[src/voxel_ray_trace_cost_grid_core_macros.svh]
`ifndef VOXEL_RAY_TRACE_COST_GRID_CORE_MACROS_SVH
`define VOXEL_RAY_TRACE_COST_GRID_CORE_MACROS_SVH

// Concurrent checks on the rising edge of clk_i, held off while rst_ni is low.
`define VRTCG_ASSERT(lbl, prop, msg) \
  lbl: assert property (@(posedge clk_i) disable iff (!rst_ni) (prop)) else $error(msg);

`define VRTCG_ASSERT_IMPL(lbl, ante, cons, msg) \
  lbl: assert property (@(posedge clk_i) disable iff (!rst_ni) (ante) |-> (cons)) \
    else $error(msg);

`define VRTCG_ASSERT_NEXT(lbl, ante, cons, msg) \
  lbl: assert property (@(posedge clk_i) disable iff (!rst_ni) (ante) |=> (cons)) \
    else $error(msg);

`endif

[src/vrtcg_pkg.sv]
`timescale 1ns / 1ps
package vrtcg_pkg;

  localparam int DEF_X_CELLS = 32;
  localparam int DEF_Y_CELLS = 32;
  localparam int DEF_Z_CELLS = 32;

  localparam int CRD_W  = 8;
  localparam int FRAC_W = 18;

  localparam logic [1:0] CMD_CLEAR = 2'd0;
  localparam logic [1:0] CMD_ADD   = 2'd1;
  localparam logic [1:0] CMD_QUERY = 2'd2;

  localparam logic [1:0] ST_DONE  = 2'd0;
  localparam logic [1:0] ST_RANGE = 2'd1;
  localparam logic [1:0] ST_GRID  = 2'd2;

  localparam logic [1:0] CFG_INV_RES   = 2'd0;
  localparam logic [1:0] CFG_MAX_RANGE = 2'd1;
  localparam logic [1:0] CFG_FREE_LIM  = 2'd2;
  localparam logic [1:0] CFG_BUSY_LIM  = 2'd3;

  localparam logic [7:0] COST_FREE = 8'd255;

  typedef struct packed {
    logic [1:0]         cmd;
    logic signed [15:0] pos_x;
    logic signed [15:0] pos_y;
    logic signed [15:0] pos_z;
    logic               occupied_only;
    logic [4:0]         query_x;
    logic [4:0]         query_y;
    logic [4:0]         query_z;
  } vrtcg_in_t;

  typedef struct packed {
    logic [1:0] status;
    logic [7:0] cost;
  } vrtcg_out_t;

  typedef struct packed {
    logic [15:0] inv_resolution;
    logic [15:0] max_range;
    logic [15:0] free_limit;
    logic [15:0] busy_limit;
  } vrtcg_cfg_t;

  typedef enum logic [1:0] {OP_CLEAR, OP_ADD, OP_QUERY, OP_NOP} vrtcg_op_e;

  typedef struct packed {
    vrtcg_op_e              op;
    logic [1:0]             status;
    logic                   occ_only;
    logic [2:0][CRD_W-1:0]  crd;
  } vrtcg_item_t;

  typedef enum logic [1:0] {F_IDLE, F_CALC, F_PUSH} vrtcg_front_e;

  typedef enum logic [2:0] {
    B_SWEEP, B_IDLE, B_ADDR, B_RD, B_EXEC, B_SETUP, B_DIV
  } vrtcg_back_e;

  typedef enum logic [1:0] {M_MARK, M_BUMP, M_QUERY} vrtcg_mode_e;

endpackage

[src/vrtcg_fifo.sv]
`timescale 1ns / 1ps
module vrtcg_fifo import vrtcg_pkg::*; (
  input  logic        clk_i,
  input  logic        rst_ni,
  input  logic        push_i,
  input  vrtcg_item_t item_i,
  input  logic        pop_i,
  output vrtcg_item_t item_o,
  output logic        full_o,
  output logic        empty_o
);

  vrtcg_item_t mem_q [2];
  logic        wptr_q, wptr_d, rptr_q, rptr_d;
  logic [1:0]  cnt_q, cnt_d;

  always_comb begin
    wptr_d = push_i ? ~wptr_q : wptr_q;
    rptr_d = pop_i ? ~rptr_q : rptr_q;
    cnt_d  = cnt_q + 2'(push_i) - 2'(pop_i);
  end

  always_ff @(posedge clk_i or negedge rst_ni) begin
    if (!rst_ni) begin
      wptr_q <= 1'b0;
      rptr_q <= 1'b0;
      cnt_q  <= 2'd0;
    end else begin
      wptr_q <= wptr_d;
      rptr_q <= rptr_d;
      cnt_q  <= cnt_d;
    end
  end

  always_ff @(posedge clk_i) begin
    if (push_i) begin
      mem_q[wptr_q] <= item_i;
    end
  end

  assign item_o  = mem_q[rptr_q];
  assign full_o  = (cnt_q == 2'd2);
  assign empty_o = (cnt_q == 2'd0);

endmodule

[config.mk]
export PLATFORM = sky130hd
export DESIGN_NAME = vrtcg_fifo
export DESIGN_NICKNAME = d
export VERILOG_FILES = /design/src/voxel_ray_trace_cost_grid_core_macros.svh /design/src/vrtcg_pkg.sv /design/src/vrtcg_fifo.sv
export SDC_FILE = /design/constraint.sdc
export NUM_CORES = 1
export LEC_CHECK = 0
export BUFFER_PORTS_ARGS = -buffer_cell sky130_fd_sc_hd__clkbuf_2
export CORE_ASPECT_RATIO = 1.2
export CORE_UTILIZATION = 25
export CTS_BUF_LIST = sky130_fd_sc_hd__clkbuf_2 sky130_fd_sc_hd__clkbuf_4 sky130_fd_sc_hd__clkbuf_8
export DETAILED_ROUTE_END_ITERATION = 10
export HOLD_SLACK_MARGIN = 0.12
export SYNTH_ARGS = -nofsm -noshare
export SYNTH_HDL_FRONTEND = slang
export SYNTH_SLANG_ARGS = --single-unit
[constraint.sdc]
create_clock -name clk_i -period 2.7 [get_ports clk_i]
set_input_delay 0.27 -clock clk_i [delete_from_list [all_inputs] [get_ports clk_i]]
set_output_delay 0.27 -clock clk_i [all_outputs]
set_load 0.005 [all_outputs]
==> flow_summary.yaml <==
run_status:
  status: "finished, final reports clean"
synth:
  ys_top_cells_by_count: "edfxtp_1 (58), mux2_4 (29), dfrtp_1 (4), buf_6 (3)"
  yosysUniqueCellTypes: 11
  yosys_warnings: 0
  synth_async_sr_flop_share: 0.06452
  post-synth-top-count-cell: "edfxtp_1"
  synth_area_leaders: "edfxtp_1 (72%), mux2_4 (18%), dfrtp_1 (4.2%)"
  synth-main-ff-cell: "edfxtp_1"
  synth-edff-count: 58
  synth_area_per_cell_sq_um: 22.93
  synth_top_area_share: 0.7235
  syn_inst: 105
  yosysTopAreaCell: "edfxtp_1"
  syn_nets: 140
  syn_area_sq_um: 2407
  synth_seq_cells: 62
  ys_seq_area_frac: 0.7651
grt:
  grt_pass1_wl_mm: 6.417
  grt_antenna_before_repair: 0
  grt_pass1_vias: 1390
  grtUsageTotal: 0.09158
  grt_max_degree: 22
  gr-total-overflow: 0
floorplanning:
  dieArea_sq_um: 10030
  start_util: 0.2623
  rows: 38
  io_pins: 64
  die_h_microns: 109.5
  core_sq_um: 9176
  fp.dieW_microns: 91.58
timing:
  max_freq_ghz: 0.5254
  setup_tns_ns: 0
  worstMarginPinSlew_ns: 0.5207
  setup_viol: 0
  fin_crit_sh: 0.7050
  rsz0062_at_grt: "no"
  clock_skew_ns: 0.005472
  slew_headroom: 0.6529
  period_needed_ns: 1.903
  hold_viol: 0
  slew_violations: 0
routing:
  via_per_inst: 3.904
  drc: 0
  wirelength_mm: 4.301
  num_vias: 1304
  drt_iter0_drc: 48
  postRouteAntennaNets: 0
  firstDrtPassIters: 5
  wire_per_inst_microns: 12.88
pwr:
  p_leak_nw: 1.398
  powerDensity_nw_per_um2: 922.1
  ir_drop_v: 0.0003606
critical_path:
  cpPeakStageDelay_ns: 0.60
  worstSetupStartpointType: "flop"
  cp_top_family: "flip-flops"
  path_max_fanout: 20
  slowest_stage: "dfrtp_2"
  worstReg2RegStart: "wptr_q"
  cp_cell_sequence: "buf_12 -> mux2_4 -> clkbuf_2"
  critical_path_class: "reg2out"
  worst-r2r-setup-slack_ns: 1.24
  worst_ep_required_time_ns: 2.43
  rr_worst_depth: 2
  cp_num_buf_inv: 2
  regToRegEndpoint: "mem_q[1][8]"
  crit_arrival_ns: 1.63
  critPathCaptureType: "output pin"
clock_network:
  cts_resized: 0
  clkLatencyLatePin_ns: 0.33
  root_buffer: "clkbuf_8"
  cts-htree-levels: 3
  cts_tree: "yes"
  clk_pin_slew_ns: 0.06
  cts_sinks: 62
  cts_buffers: 9
  clock_path_buffers: 2
worst_hold_path:
  min_path_type: "in2reg"
  min_path_cells: 2
  min_to: "rptr_q"
  hp-start: "pop_i"
cells_and_area:
  drive_above_1_share: 0.5187
  area_growth_pct: 40.59
  n_fill_cell: 876
  final_nets: 244
  final_area_sq_um: 3385
  diodes: 0
placement:
  place.port_buffers: 63
  place_congestion: 0.7248
  dp_hpwl_mm: 2.797
  placed_area_sq_um: 2895
job:
  drv_cap: 0
==> power breakdown <==
part           total [W]  switching [W]  internal, W  leakage [nW]
clock network   0.000771       0.000332     0.000439        0.0952
registers        0.00139       0.000106      0.00128         0.590
logic           0.000960       0.000383     0.000578         0.713
==> registers in the layout (all words and copies together), names as in the netlist <==
| name | count |
|---|---|
| wptr_q | 1 |
| mem_q | 58 |
| rptr_q | 1 |
| cnt_q | 2 |
==> placed cells by master, fill, tap and decap left out, types with 2 or more instances in the layout <==
master,netlist,routed
clkbuf_2,0,63
edfxtp_1,58,58
dlygate4sd3_1,0,30
mux2_4,29,29
clkbuf_8,0,9
dfrtp_1,4,3
inv_1,2,2
xor2_1,2,2
ha_1,2,2
clkinv_1,0,2
clkbuf_4,0,2
buf_12,0,2
==> final cells by class <==
class / instances / area, sq um / share of cell area
flip-flops and latches: 62 / 1843 / 0.5445
clock buffers: 11 / 138.9 / 0.04104
inverters: 2 / 7.507 / 0.002218
well taps: 120 / 150.1 / 0.04436
clock inverters: 5 / 50.05 / 0.01479
repair buffers: 96 / 663.1 / 0.1959
multi-input cells: 38 / 531.8 / 0.1571
==> stage by stage <==
step                      std cells    util  setup slack, ns  hold slack [ns]  power (W)
after global routing            334  0.3688           0.7078           0.1463   0.003286
after floorplan                 105       -           0.5716         -0.02559   0.002006
after detailed placement        288  0.3155            1.117          0.09385   0.002369
after global placement          288  0.3155            1.129          0.09281   0.002347
final                           334  0.3688           0.7966           0.1504   0.003121
after CTS                       334  0.3688           0.7375           0.1310   0.003185
==> routing by layer <==
metal	up-vias	share of wire	routed length, microns	track usage
met5	-	0	0	0
met2	39	0.55	2367	0.1622
met3	7	0.042	179	0.02974
li1	614	-	-	-
met4	0	0.028	119	0.07710
met1	644	0.38	1635	0.08642
==> cell families after synthesis <==
family | after synthesis | synth area share
DFF | 62 | 0.7651
buffers and inverters | 5 | 0.01715
muxes | 29 | 0.1809
xor gates and xnor gates | 3 | 0.01715
and+or+nand+nor | 4 | 0.009355
adders and majority gates | 2 | 0.01039
==> worst max-delay path by stage <==
stage / slack, ns / endpoint / depth (start not counted) / from
2_1_floorplan: 0.57 / mem_q[0][0] / 1 / wptr_q
3_3_place_gp: 1.13 / item_o[20] / 3 / rptr_q
3_5_place_dp: 1.12 / item_o[20] / 3 / rptr_q
4_1_cts: 0.74 / item_o[20] / 3 / rptr_q
5_1_grt: 0.71 / item_o[12] / 3 / rptr_q
6_report: 0.80 / item_o[12] / 3 / rptr_q
==> repair_timing <==
item,4_1_cts,5_1_grt
hold buffers,30,0
setup endpoints to repair,0,0
buffers inserted,0,0
endpoints found under the hold margin,61,0
Power figures use the tool's default switching activity.
